File: src/hw/rtl/rpc_pkg.sv
// ----------------------------------------------------------------------------
// rpc_pkg
// shared constants, mode codes and the arctangent table of the converter
// ----------------------------------------------------------------------------
package rpc_pkg;

  localparam int DATA_WIDTH_DEF = 16;
  localparam int ITERATIONS_DEF = 16;
  localparam int MAX_ITER       = 32;
  localparam int GUARD          = 16;
  localparam int ANGLE_W        = 34;
  localparam int SPLIT_W        = 24;

  localparam logic [31:0] INV_GAIN = 32'd2608131496;

  localparam logic signed [ANGLE_W-1:0] HALF_TURN    = 34'sh080000000;
  localparam logic signed [ANGLE_W-1:0] QUARTER_TURN = 34'sh040000000;

  localparam logic FUNC_TO_POLAR = 1'b0;
  localparam logic FUNC_TO_RECT  = 1'b1;

  // arctangent of 2^-idx in units of pi/2^31, truncated
  function automatic logic [31:0] rpc_atan(input int idx);
    logic [31:0] val;
    case (idx)
      0:  val = 32'h20000000;
      1:  val = 32'h12E4051E;
      2:  val = 32'h09FB385B;
      3:  val = 32'h051111D4;
      4:  val = 32'h028B0D43;
      5:  val = 32'h0145D7E1;
      6:  val = 32'h00A2F61E;
      7:  val = 32'h00517C55;
      8:  val = 32'h0028BE53;
      9:  val = 32'h00145F2F;
      10: val = 32'h000A2F98;
      11: val = 32'h000517CC;
      12: val = 32'h00028BE6;
      13: val = 32'h000145F3;
      14: val = 32'h0000A2F9;
      15: val = 32'h0000517C;
      16: val = 32'h000028BE;
      17: val = 32'h0000145F;
      18: val = 32'h00000A2F;
      19: val = 32'h00000517;
      20: val = 32'h0000028B;
      21: val = 32'h00000145;
      22: val = 32'h000000A2;
      23: val = 32'h00000051;
      24: val = 32'h00000028;
      25: val = 32'h00000014;
      26: val = 32'h0000000A;
      27: val = 32'h00000005;
      28: val = 32'h00000002;
      29: val = 32'h00000001;
      default: val = 32'h00000000;
    endcase
    return val;
  endfunction

endpackage

File: src/hw/rtl/rpc_iter.sv
// ----------------------------------------------------------------------------
// rpc_iter
// one registered micro-rotation of the cordic pipeline
// ----------------------------------------------------------------------------
module rpc_iter
  import rpc_pkg::*;
#(
  parameter int DATA_WIDTH = DATA_WIDTH_DEF,
  parameter int IDX        = 0,
  localparam int XW = DATA_WIDTH + GUARD + 3
) (
  input  logic                      clk,
  input  logic                      rst,
  input  logic                      in_valid,
  output logic                      in_ready,
  input  logic                      in_func,
  input  logic signed [XW-1:0]      in_x,
  input  logic signed [XW-1:0]      in_y,
  input  logic signed [ANGLE_W-1:0] in_z,
  output logic                      out_valid,
  input  logic                      out_ready,
  output logic                      out_func,
  output logic signed [XW-1:0]      out_x,
  output logic signed [XW-1:0]      out_y,
  output logic signed [ANGLE_W-1:0] out_z
);

  localparam logic signed [ANGLE_W-1:0] ATAN = $signed({2'b00, rpc_atan(IDX)});

  logic signed [XW-1:0] dx;
  logic signed [XW-1:0] dy;
  logic                 up;

  assign in_ready = !out_valid || out_ready;
  assign dx = in_y >>> IDX;
  assign dy = in_x >>> IDX;
  // vectoring drives y to zero, rotation drives z to zero
  assign up = (in_func == FUNC_TO_POLAR) ? !in_y[XW-1] : in_z[ANGLE_W-1];

  always_ff @(posedge clk) begin
    if (rst) begin
      out_valid <= 1'b0;
    end else if (in_ready) begin
      out_valid <= in_valid;
    end
  end

  always_ff @(posedge clk) begin
    if (in_ready) begin
      out_func <= in_func;
      if (up) begin
        out_x <= in_x + dx;
        out_y <= in_y - dy;
        out_z <= in_z + ATAN;
      end else begin
        out_x <= in_x - dx;
        out_y <= in_y + dy;
        out_z <= in_z - ATAN;
      end
    end
  end

endmodule

File: config.mk
export PLATFORM = sky130hd
export DESIGN_NAME = rpc_iter
export DESIGN_NICKNAME = d
export VERILOG_FILES = /design/src/hw/rtl/rpc_pkg.sv /design/src/hw/rtl/rpc_iter.sv
export SDC_FILE = /design/constraint.sdc
export NUM_CORES = 1
export LEC_CHECK = 0
export BUFFER_PORTS_ARGS = -buffer_cell sky130_fd_sc_hd__buf_4
export CAP_MARGIN = 40
export CORE_MARGIN = 5
export CORE_UTILIZATION = 46
export DETAILED_ROUTE_END_ITERATION = 10
export PLACE_DENSITY = 0.7
export SETUP_SLACK_MARGIN = 0.4
export SKIP_CTS_REPAIR_TIMING = 1
export SYNTH_ARGS = -nofsm -noshare
export SYNTH_HDL_FRONTEND = slang
export SYNTH_SLANG_ARGS = --single-unit
File: constraint.sdc
create_clock -name clk -period 5.8 [get_ports clk]
set_input_delay 0.29 -clock clk [delete_from_list [all_inputs] [get_ports clk]]
set_output_delay 0.29 -clock clk [all_outputs]
set_load 0.01 [all_outputs]
# Word-level counts from Yosys, hierarchy flattened
# Index checks and enable logic that the tools add are counted.
[classes] order_cmp=0 div=0 add_sub_neg=5 eq_ne=0 mux=4 n_shift=0 mul=0 bitwise_logic=0 n_reduce_logical=3
[op_table] cell="two-way mux 35 bit" n=2
[op_table] cell="subtractor 35 bit" n=2
[op_table] cell="adder 35 bit" n=1
[op_table] cell="adder 34 x 31 -> 34 bit, second input constant" n=1
[op_table] cell="two-way mux 34 bit" n=1
[op_table] cell="subtractor 34 x 31 -> 34 bit, second input constant" n=1
[op_table] cell="zero test 1 bit" n=2
[op_table] cell="logical OR 1 bit" n=1
[op_table] cell="two-way mux 1 bit" n=1
[totals] output_inout_bits=107 word_cells=17 latchBits=0 rom_bits=0 regBits=106 ram_bits=0 inputBits=109 memories=0

# Longest topological paths before layout
# Gate-level depths: netlist (run 1).
[logic_depth] depth_word=3 depth_mapped=12 mapped_depth_nobuf=12

# Worst setup path after synthesis (run 1)
# OpenSTA, ideal clock, no wires.
[synth_timing] kind="input -> register" from="input out_ready" to="register out_func (enable)" setup_slack_ns=2.416 path_stages=1 path_buffers=0 t_required_ns=5.315 setup_time_ns=0.485 t_arrival_ns=2.898 path_cell_list="nand2b_1"
[synth_between] elab_chain_cells=1
[synth_lines] element="from (decl)" line_no="rpc_iter.sv:21" source="input logic out_ready,"
[synth_lines] element="logical OR 1 bit" line_no="rpc_iter.sv:34" source="assign in_ready = !out_valid || out_ready;"
[synth_lines] element="to (signal assigned)" line_no="rpc_iter.sv:50" source="out_func <= in_func;"
[synth_lines] element="to (decl)" line_no="rpc_iter.sv:22" source="output logic out_func,"
# Every way passes these cells.
# A chain may end at the register's enable or synchronous reset.

# Worst setup path after layout (run 1)
[layout_timing] from="input in_x[9]" to="register out_x[22], data pin"
[layout_between] elab_chain_cells=2 elab_cells_between_ends=3 classes_between="2 x add/sub; 1 x mux"
[layout_lines] element="from (decl)" line_no="rpc_iter.sv:17" source="input logic signed [XW-1:0] in_x,"
[layout_lines] element="subtractor 35 bit / adder 35 bit (equally long branches)" line_no="rpc_iter.sv:56, rpc_iter.sv:52"
[layout_lines] element="two-way mux 35 bit *" line_no="rpc_iter.sv:51" source="if (up) begin"
[layout_lines] element="to (signal assigned)" line_no="rpc_iter.sv:52" source="out_x <= in_x + dx;"
[layout_lines] element="to (signal assigned)" line_no="rpc_iter.sv:56" source="out_x <= in_x - dx;"
[layout_lines] element="to (decl)" line_no="rpc_iter.sv:23" source="output logic signed [XW-1:0] out_x,"
# Mark *: on every way between the ends. The rest lies on a longest branch, timed or not.

==> results of run 1 <==
==> cell type report <==
cell class / instances / area, µm²
fillers: 1911 / 8660
clock inverters: 7 / 107.6
repair buffers: 223 / 1684
well taps: 270 / 337.8
flip-flops and latches: 105 / 3143
clock buffers: 9 / 225.2
multi-input cells: 823 / 5798
inverters: 109 / 409.1
==> Yosys cell counts, drive strengths merged (7+ instances only) <==
library cell	number
edfxtp	104
a21o	35
nand4	20
nor3	19
mux2i	13
o21ai	87
o21bai	28
xnor2	61
buf	26
ha	105
a221oi	7
xor2	7
nor2b	9
nor4	8
nand2	46
o21a	7
o221ai	8
clkbuf	24
nand2b	9
nor2	82
a21oi	144
a21boi	11
inv	107
nand3	11
a31oi	8
o211ai	14
==> final timing paths <==
| kind | start | to | slack, ns | depth (start not counted) |
|---|---|---|---|---|
| worst max-delay path | in_x[9] | out_x[22]$_DFFE_PP_ | 2.73 | 12 |
| worst min-delay path | rst | out_valid$_SDFFE_PP0P_ | 0.07 | 2 |
| worst max register to register | out_valid$_SDFFE_PP0P_ | out_y[7]$_DFFE_PP_ | 3.79 | 2 |
| worst min register to register | out_valid$_SDFFE_PP0P_ | out_valid$_SDFFE_PP0P_ | 1.01 | 2 |
==> critical path, stage by stage <==
cell and delay, ns:
buf_4 0.10, inv_1 0.04, ha_1 0.53, nor3_4 0.34, nand2_1 0.08, a21oi_1 0.36
o21ai_2 0.17, a21boi_1 0.42, a21boi_1 0.18, o31ai_1 0.35, mux2i_1 0.16, xnor2_1 0.17
==> logic make-up (layout without fill, tap and decap cells) <==
family | Yosys count | count (layout)
AOI/OAI and AO/OA | 396 | 396
and+or+nand+nor | 235 | 235
buffers and inverters | 159 | 348
adders and majority gates | 109 | 109
DFF | 105 | 105
xor gates and xnor gates | 68 | 68
muxes | 15 | 15
==> per-stage QoR <==
stage	power [mW]	util (%)	worst slack, ns	hold slack [ns]
2_1_floorplan	1.723	-	2.416	0.3591
3_3_place_gp	2.201	55.72	2.398	0.4489
3_5_place_dp	2.207	55.84	2.369	0.4486
4_1_cts	2.911	57.48	2.747	0.06658
5_1_grt	3.062	57.48	2.461	0.07492
6_report	2.902	57.48	2.726	0.07387
==> power breakdown <==
| part | switching (mW) | total, mW | internal, mW |
|---|---|---|---|
| clock | 0.344 | 0.697 | 0.353 |
| combinational | 0.654 | 1.14 | 0.491 |
| sequential | 0.0475 | 1.06 | 1.01 |
==> registers in the layout, indices dropped and copies added (netlist names) <==
register,flops
out_valid,1
out_func,1
out_y,35
out_z,34
out_x,34
==> layout by cell type, fill, tap and decap left out, types with 14 or more instances in the layout <==
master / instances
buf_4: 221
o21bai_1: 28
o21ai_0: 77
edfxtp_1: 104
a21oi_1: 142
a21o_1: 35
o211ai_1: 14
nand2_1: 46
inv_1: 104
nor2_1: 82
ha_1: 105
nor3_1: 17
xnor2_1: 61
nand4_1: 20
==> layer usage <==
layer / vias to the layer above / routed length [µm] / track usage, %
met5: - / 0 / 0
met4: 0 / 567 / 6.013
met3: 58 / 2886 / 4.918
met2: 482 / 13920 / 39.70
met1: 4290 / 13490 / 35.49
li1: 4310 / - / -
==> flow_metrics.env, run 1 <==
export IMPL_synth_ff_type="edfxtp_1"
export IMPL_post_route_period_util_pct=53.00
export IMPL_postRouteAntennaNets=0
export IMPL_synth_area_leader_cell="edfxtp_1"
export IMPL_synth_cell_types=74
export IMPL_routed_wl_um=30860
export IMPL_critical_path_class="in -> reg"
export IMPL_die_w_um=154.2
export IMPL_netlist_area_mm2=0.009559
export IMPL_drive_gt1_share_pct=20.69
export IMPL_ir_worst_vdd_v=0.0001203
export IMPL_final_cell_count_no_fill=1546
export IMPL_first_pass_iters=6
export IMPL_finalHoldViolCount=0
export IMPL_synth_xor_area_share_pct=6.230
export IMPL_status="completed"
export IMPL_antenna_found_initial=0
export IMPL_dieArea_mm2=0.02376
export IMPL_setup_tns_ns=0
export IMPL_seq_area_frac_synth_pct=32.88
export IMPL_dpl_cell_area_mm2=0.01137
export IMPL_root_buffer="clkbuf_16"
export IMPL_synth_top_family_by_area="compound AO/OA/AOI/OAI gates"
export IMPL_rsz0062_at_grt="false"
export IMPL_diodes=0
export IMPL_synth_avg_cell_area_um2=8.794
export IMPL_initial_core_util_pct=46.94
export IMPL_async_reset_ff_share_pct=0
export IMPL_rows=52
export IMPL_clock_sinks=105
export IMPL_critPathMaxFanout=14
export IMPL_gr_usage_all_layers_pct=25.09
export IMPL_p_leak_nw=5.250
export IMPL_tightest_slew_ns=0.8752
export IMPL_port_buffers=215
export IMPL_drc=0
export IMPL_ys_ff_latch=105
export IMPL_synth_simple_gate_area_share_pct=12.11
export IMPL_htree_levels=3
export IMPL_grt_max_degree=61
export IMPL_place_inst=1530
export IMPL_design_area_mm2=0.01171
export IMPL_synth_edf_count=104
export IMPL_synthToLayoutAreaGrowth_pct=22.45
export IMPL_clock_latency_ns=0.38
export IMPL_synth_compound_area_share_pct=26.06
export IMPL_grt_pass1_wl_um=47980
export IMPL_maxSlewViolCount=0
export IMPL_cts_buffer_depth=2
export IMPL_power_density_mw_per_mm2=247.9
export IMPL_dpl_hpwl_um=24150
export IMPL_worstHoldPathType="in -> reg"
export IMPL_drtIter0Drc=829
export IMPL_finClkSkew_ns=0.01899
export IMPL_synth_top_area_share_pct=32.67
export IMPL_viasPerCell=5.912
export IMPL_critPathCaptureType="register"
export IMPL_yosys_top_cells_area="edfxtp_1, ha_1, a21oi_1"
export IMPL_crit_arrival_ns=3.19
export IMPL_ys_warn_count=0
export IMPL_syn_inst=1087
export IMPL_period_minus_slack_ns=3.074
export IMPL_place_congestion=0.9721
export IMPL_dr_total_vias=9140
export IMPL_fin_nets=1489
export IMPL_coreArea_mm2=0.02036
export IMPL_fp_dieH_um=154.2
export IMPL_slew_headroom_pct=40.89
export IMPL_required_ns=5.92
export IMPL_boundaryPins=216
export IMPL_numCtsBuffers=9
export IMPL_maxCapViolCount=0
export IMPL_cts_tree="built"
export IMPL_syn_num_nets=1305
export IMPL_first_global_vias=8741
export IMPL_setup_viol=0
export IMPL_synthMuxAreaShare_pct=1.597
export IMPL_clkTransAtPathRegs_ns=0.09
export IMPL_grt_overflow_total=0
export IMPL_post_drt_wl_per_cell_um=19.96
export IMPL_start_kind="input pin"
export IMPL_yosys_area_share_adder_pct=14.58
export IMPL_clock_fmax_ghz=0.3253
No activity file was read; power rests on OpenSTA's default activity.
==> run 2: changes to the inputs <==
==> constraint.sdc (replaced) <==
create_clock -name clk -period 3 [get_ports clk]
set_input_delay 0.15 -clock clk [delete_from_list [all_inputs] [get_ports clk]]
set_output_delay 0.15 -clock clk [all_outputs]
set_load 0.01 [all_outputs]
==> run 2 against run 1 <==
Effect of this change: non-clock buffer count up 147; flip-flop and latch count unchanged; cell count up 9.5%; final area up 12%; register-to-register slack worse by 2.4 ns; die area unchanged; count of clock-buffer cells in the layout unchanged; clock skew down 0.0012 ns; clock power up 97%; via count up 5.9%; wire length up 7.9%; total power up 110%.
==> flow_metrics.env, run 2 (synthesized netlist as in run 1, its figures left out) <==
export IMPL_finalPower_mw=5.952
export IMPL_cts_tree="built"
export IMPL_dpl_cell_area_mm2=0.01223
export IMPL_switching_power_mw=2.132
export IMPL_setup_viol=0
export IMPL_drive_gt1_share_pct=28.88
export IMPL_routed_wl_um=33300
export IMPL_rows=52
export IMPL_grt_pass1_wl_um=50370
export IMPL_boundaryPins=216
export IMPL_first_pass_iters=5
export IMPL_p_int_mw=3.820
export IMPL_final_cell_count_no_fill=1693
export IMPL_wl_met3_um=2761
export IMPL_period_minus_slack_ns=2.605
export IMPL_dpl_hpwl_um=25920
export IMPL_clock_latency_ns=0.37
export IMPL_port_buffers=215
export IMPL_combPwrFrac_pct=42.5
export IMPL_crit_path_top_delay_cell="ha_1"
export IMPL_start_kind="input pin"
export IMPL_clkPwrFrac_pct=23.0
export IMPL_finalHoldViolCount=0
export IMPL_first_global_vias=9223
export IMPL_fin_nets=1636
export IMPL_status="completed"
export IMPL_seqPwrFrac_pct=34.5
export IMPL_p_leak_nw=5.960
export IMPL_tightest_slew_ns=0.7716
export IMPL_rsz0062_at_grt="true"
export IMPL_fp_dieH_um=154.2
export IMPL_required_ns=3.13
export IMPL_diodes=0
export IMPL_clkTransAtPathRegs_ns=0.10
export IMPL_antenna_found_initial=0
export IMPL_viasPerCell=5.716
export IMPL_r2r_slack_ns=1.41
export IMPL_clock_fmax_ghz=0.3839
export IMPL_dieArea_mm2=0.02376
export IMPL_grt_max_degree=65
export IMPL_place_inst=1640
export IMPL_reg2reg_depth=2
export IMPL_multi_input_area_mm2=0.006003
export IMPL_min_from="in_valid"
export IMPL_met2WireLength_um=15230
export IMPL_drtIter0Drc=910
export IMPL_slew_headroom_pct=48.09
export IMPL_r2r_end="out_z[33]$_DFFE_PP_"
export IMPL_finClkSkew_ns=0.01775
export IMPL_critPathCaptureType="register"
export IMPL_ir_worst_vdd_v=0.0004066
export IMPL_root_buffer="clkbuf_16"
export IMPL_synthToLayoutAreaGrowth_pct=37.28
export IMPL_wl_met1_um=14700
export IMPL_switching_share_pct=35.82
export IMPL_regMostFlops="out_y"
export IMPL_design_area_mm2=0.01312
export IMPL_worstHoldPathType="in -> reg"
export IMPL_biggestRegsByFlops="out_y: 35 flops, out_x: 34 flops, out_z: 34 flops"
export IMPL_post_route_period_util_pct=86.83
export IMPL_cts_buffer_depth=2
export IMPL_most_common_layout_cells="buf_4, a21oi_1, inv_1, edfxtp_1, ha_1"
export IMPL_critical_path_class="in -> reg"
export IMPL_numCtsBuffers=9
export IMPL_grt_overflow_total=0
export IMPL_htree_levels=3
export IMPL_coreArea_mm2=0.02036
export IMPL_max_stage_delay_ns=0.38
export IMPL_die_w_um=154.2
export IMPL_whs_endpoint="out_valid$_SDFFE_PP0P_"
export IMPL_gr_usage_all_layers_pct=26.25
export IMPL_crit_chain="buf_4 -> inv_1 -> ha_1 -> inv_2 -> o21a_1 -> o21ai_1 -> a211o_1 -> and4_2 -> nor4_4 -> o2111ai_2 -> a31oi_1 -> xnor2_1"
export IMPL_maxSlewViolCount=0
export IMPL_rr_startpoint="out_valid$_SDFFE_PP0P_"
export IMPL_critPathMaxFanout=8
export IMPL_top_layer="met4"
export IMPL_drc=0
export IMPL_dr_total_vias=9677
export IMPL_whs_path_depth=3
export IMPL_final_util_pct=64.44
export IMPL_postRouteAntennaNets=0
export IMPL_maxCapViolCount=0
export IMPL_clock_sinks=105
export IMPL_final_common_cell="buf_4"
export IMPL_initial_core_util_pct=46.94
export IMPL_seqCellArea_mm2=0.003143
export IMPL_largest_reg_flops=35
export IMPL_place_congestion=0.9865
export IMPL_post_drt_wl_per_cell_um=19.67
export IMPL_fillerInstances=1745
export IMPL_power_density_mw_per_mm2=453.6
export IMPL_crit_arrival_ns=2.73
run 2: worst max-delay path by stage:
stage                     startpoint                   to  slack, ns  cells after the start
after CTS                   in_x[11]  out_y[27]$_DFFE_PP_       0.16                     13
after detailed placement    in_x[11]  out_y[27]$_DFFE_PP_      -0.22                     13
after global placement      in_x[11]  out_y[27]$_DFFE_PP_      -0.23                     13
final                        in_x[2]  out_y[31]$_DFFE_PP_       0.40                     12
after global routing        in_x[18]  out_y[27]$_DFFE_PP_       0.32                     14
after floorplan              in_x[7]  out_x[31]$_DFFE_PP_       0.52                     11
run 2: per-stage QoR:
| step | TNS, ns | hold WS, ns | setup slack [ns] |
|---|---|---|---|
| after floorplan | 0 | 0.2191 | 0.5222 |
| after global placement | -0.5377 | 0.3110 | -0.2280 |
| after detailed placement | -0.4438 | 0.3067 | -0.2177 |
| after CTS | 0 | -0.07778 | 0.1623 |
| after global routing | 0 | 0.02659 | 0.3194 |
| final | 0 | 0.02986 | 0.3952 |
run 2: per-layer routing:
metal	vias to the layer above	global-route usage, %
li1	4593	-
met1	4540	37.08
met2	499	42.24
met3	45	4.047
met4	0	6.602
met5	-	0
run 2: worst max-delay path, delay by kind of cell:
kind	cells	cell delay, ns
compound gates	5	1.20
simple gates	2	0.63
fa+ha+maj	1	0.38
buf+inv	3	0.28
xor+xnor	1	0.10
run 2: cell type report:
cell class	count	area share, %
Multi-Input combinational cell	823	45.75
Sequential cell	105	23.95
Timing Repair Buffer	370	22.07
Inverter	109	3.118
Tap cell	270	2.574
Clock buffer	9	1.716
Clock inverter	7	0.8200
run 2: power groups by stage:
stage	sequential, mW	clock [mW]	combinational, mW
floorplan	2.22	0	1.11
global placement	2.08	0	2.39
detailed placement	2.08	0	2.40
CTS	2.05	1.39	2.41
global route	2.08	1.45	2.72
finish	2.05	1.37	2.53
==> run 3: changes to the inputs <==
==> constraint.sdc (replaced) <==
create_clock -name clk -period 3 [get_ports clk]
set_input_delay 0.3 -clock clk [delete_from_list [all_inputs] [get_ports clk]]
set_output_delay 0.3 -clock clk [all_outputs]
set_load 0.01 [all_outputs]
==> run 3 against run 2 <==
Effect of this change: critical path depth is the same; global-route usage grew 1.6 points; clock power is essentially flat; utilization grew 2.4 points.
==> flow_metrics.env, run 3 (synthesized netlist as in run 1, its figures left out) <==
export IMPL_path_common_cell="buf_4"
export IMPL_fillerInstances=1709
export IMPL_critical_path_class="in -> reg"
export IMPL_viasPerCell=5.818
export IMPL_cts_buffer_depth=2
export IMPL_period_minus_slack_ns=2.582
export IMPL_most_common_layout_cells="buf_4, a21oi_1, edfxtp_1, inv_1, ha_1"
export IMPL_critPathCaptureType="register"
export IMPL_r2r_end="out_x[29]$_DFFE_PP_"
export IMPL_diodes=0
export IMPL_critPathMaxFanout=4
export IMPL_root_buffer="clkbuf_16"
export IMPL_dieArea_mm2=0.02376
export IMPL_start_kind="input pin"
export IMPL_critPathBufInv=2
export IMPL_grt_max_degree=58
export IMPL_place_congestion=0.9690
export IMPL_rows=52
export IMPL_clock_fmax_ghz=0.3872
export IMPL_ir_worst_vdd_v=0.0002973
export IMPL_htree_levels=3
export IMPL_setup_slack_ns=0.4176
export IMPL_clock_sinks=105
export IMPL_synthToLayoutAreaGrowth_pct=42.49
export IMPL_dpl_cell_area_mm2=0.01271
export IMPL_clock_latency_ns=0.38
export IMPL_routed_wl_um=34890
export IMPL_initial_core_util_pct=46.94
export IMPL_finalHoldViolCount=0
export IMPL_drive_gt1_share_pct=36.33
export IMPL_min_from="rst"
export IMPL_antenna_found_initial=0
export IMPL_port_buffers=215
export IMPL_post_route_period_util_pct=86.08
export IMPL_numCtsBuffers=9
export IMPL_design_area_mm2=0.01362
export IMPL_r2r_slack_ns=1.51
export IMPL_worstHoldPathType="in -> reg"
export IMPL_postRouteAntennaNets=0
export IMPL_grt_overflow_total=0
export IMPL_biggestRegsByFlops="out_y: 35 flops, out_x: 34 flops, out_z: 34 flops"
export IMPL_fp_dieH_um=154.2
export IMPL_crit_chain="buf_4 -> buf_4 -> ha_4 -> nor2b_1 -> o21a_1 -> o21ai_2 -> a211o_1 -> and4_4 -> nor4_4 -> o2111ai_2 -> o211a_1 -> xor2_1"
export IMPL_cts_tree="built"
export IMPL_final_cell_count_no_fill=1729
export IMPL_finClkSkew_ns=0.01766
export IMPL_drc=0
export IMPL_boundaryPins=216
export IMPL_power_density_mw_per_mm2=451.2
export IMPL_status="completed"
export IMPL_grt_pass1_wl_um=53030
export IMPL_pre_cts_slack_ns=-0.1775
export IMPL_crit_arrival_ns=2.71
export IMPL_coreArea_mm2=0.02036
export IMPL_rr_startpoint="out_valid$_SDFFE_PP0P_"
export IMPL_slew_headroom_pct=59.23
export IMPL_first_global_vias=9761
export IMPL_reg2reg_depth=2
export IMPL_whs_path_depth=2
export IMPL_place_inst=1705
export IMPL_setup_viol=0
export IMPL_gr_usage_all_layers_pct=27.86
export IMPL_rsz0062_at_grt="true"
export IMPL_fin_nets=1672
export IMPL_final_util_pct=66.88
export IMPL_dr_total_vias=10060
export IMPL_dpl_hpwl_um=27410
export IMPL_critPathTopFamily="compound AO/OA/AOI/OAI gates"
export IMPL_regMostFlops="out_y"
export IMPL_post_drt_wl_per_cell_um=20.18
export IMPL_maxSlewViolCount=0
export IMPL_largest_reg_flops=35
export IMPL_p_leak_nw=6.214
export IMPL_drtIter0Drc=911
export IMPL_clkTransAtPathRegs_ns=0.09
export IMPL_die_w_um=154.2
export IMPL_max_stage_delay_ns=0.34
export IMPL_required_ns=3.13
export IMPL_final_common_cell="buf_4"
export IMPL_tightest_slew_ns=0.6051
export IMPL_maxCapViolCount=0
export IMPL_holdWs_ns=0.08756
export IMPL_crit_path_top_delay_cell="nor4_4"
export IMPL_whs_endpoint="out_valid$_SDFFE_PP0P_"
export IMPL_first_pass_iters=5
run 3: layout make-up:
cell class                 count  area [µm²]  share of cell area (%)
clock buffer                   9       225.2                   1.653
clock inverter                 7       107.6                  0.7900
inverter                     109       409.1                   3.004
multi-input combinational    823        6305                   46.29
sequential                   105        3143                   23.08
tap                          270       337.8                   2.480
timing repair buffer         406        3093                   22.71
run 3: power breakdown:
part           switching, mW  total [mW]  leakage [nW]  internal [mW]
Clock                  0.698        1.39         0.161          0.689
Sequential            0.0993        2.06          1.09           1.96
Combinational           1.43        2.70          4.97           1.27
run 3: through the flow:
stage | setup TNS [ns] | power, mW
floorplan | 0 | 3.327
global placement | -0.9186 | 4.575
detailed placement | -1.701 | 4.598
CTS | 0 | 5.976
global route | 0 | 6.421
finish | 0 | 6.146
run 3: how the worst max path moves through the flow:
stage	from	end	slack [ns]	cells after the start
detailed placement	in_y[1]	out_x[31]$_DFFE_PP_	-0.18	12
CTS	in_y[1]	out_x[31]$_DFFE_PP_	0.20	12
global route	in_x[13]	out_x[24]$_DFFE_PP_	0.33	12
floorplan	in_x[2]	out_x[31]$_DFFE_PP_	0.41	11
global placement	in_x[15]	out_x[34]$_DFFE_PP_	-0.21	15
finish	in_y[1]	out_x[31]$_DFFE_PP_	0.42	12
run 3: layer usage:
| metal | share of wire, % | routed length (µm) | track usage, % |
|---|---|---|---|
| met2 | 46 | 15900 | 45.22 |
| met3 | 9.0 | 3153 | 4.806 |
| met1 | 43 | 14860 | 38.24 |
| met4 | 2.8 | 978 | 8.158 |
| met5 | 0 | 0 | 0 |
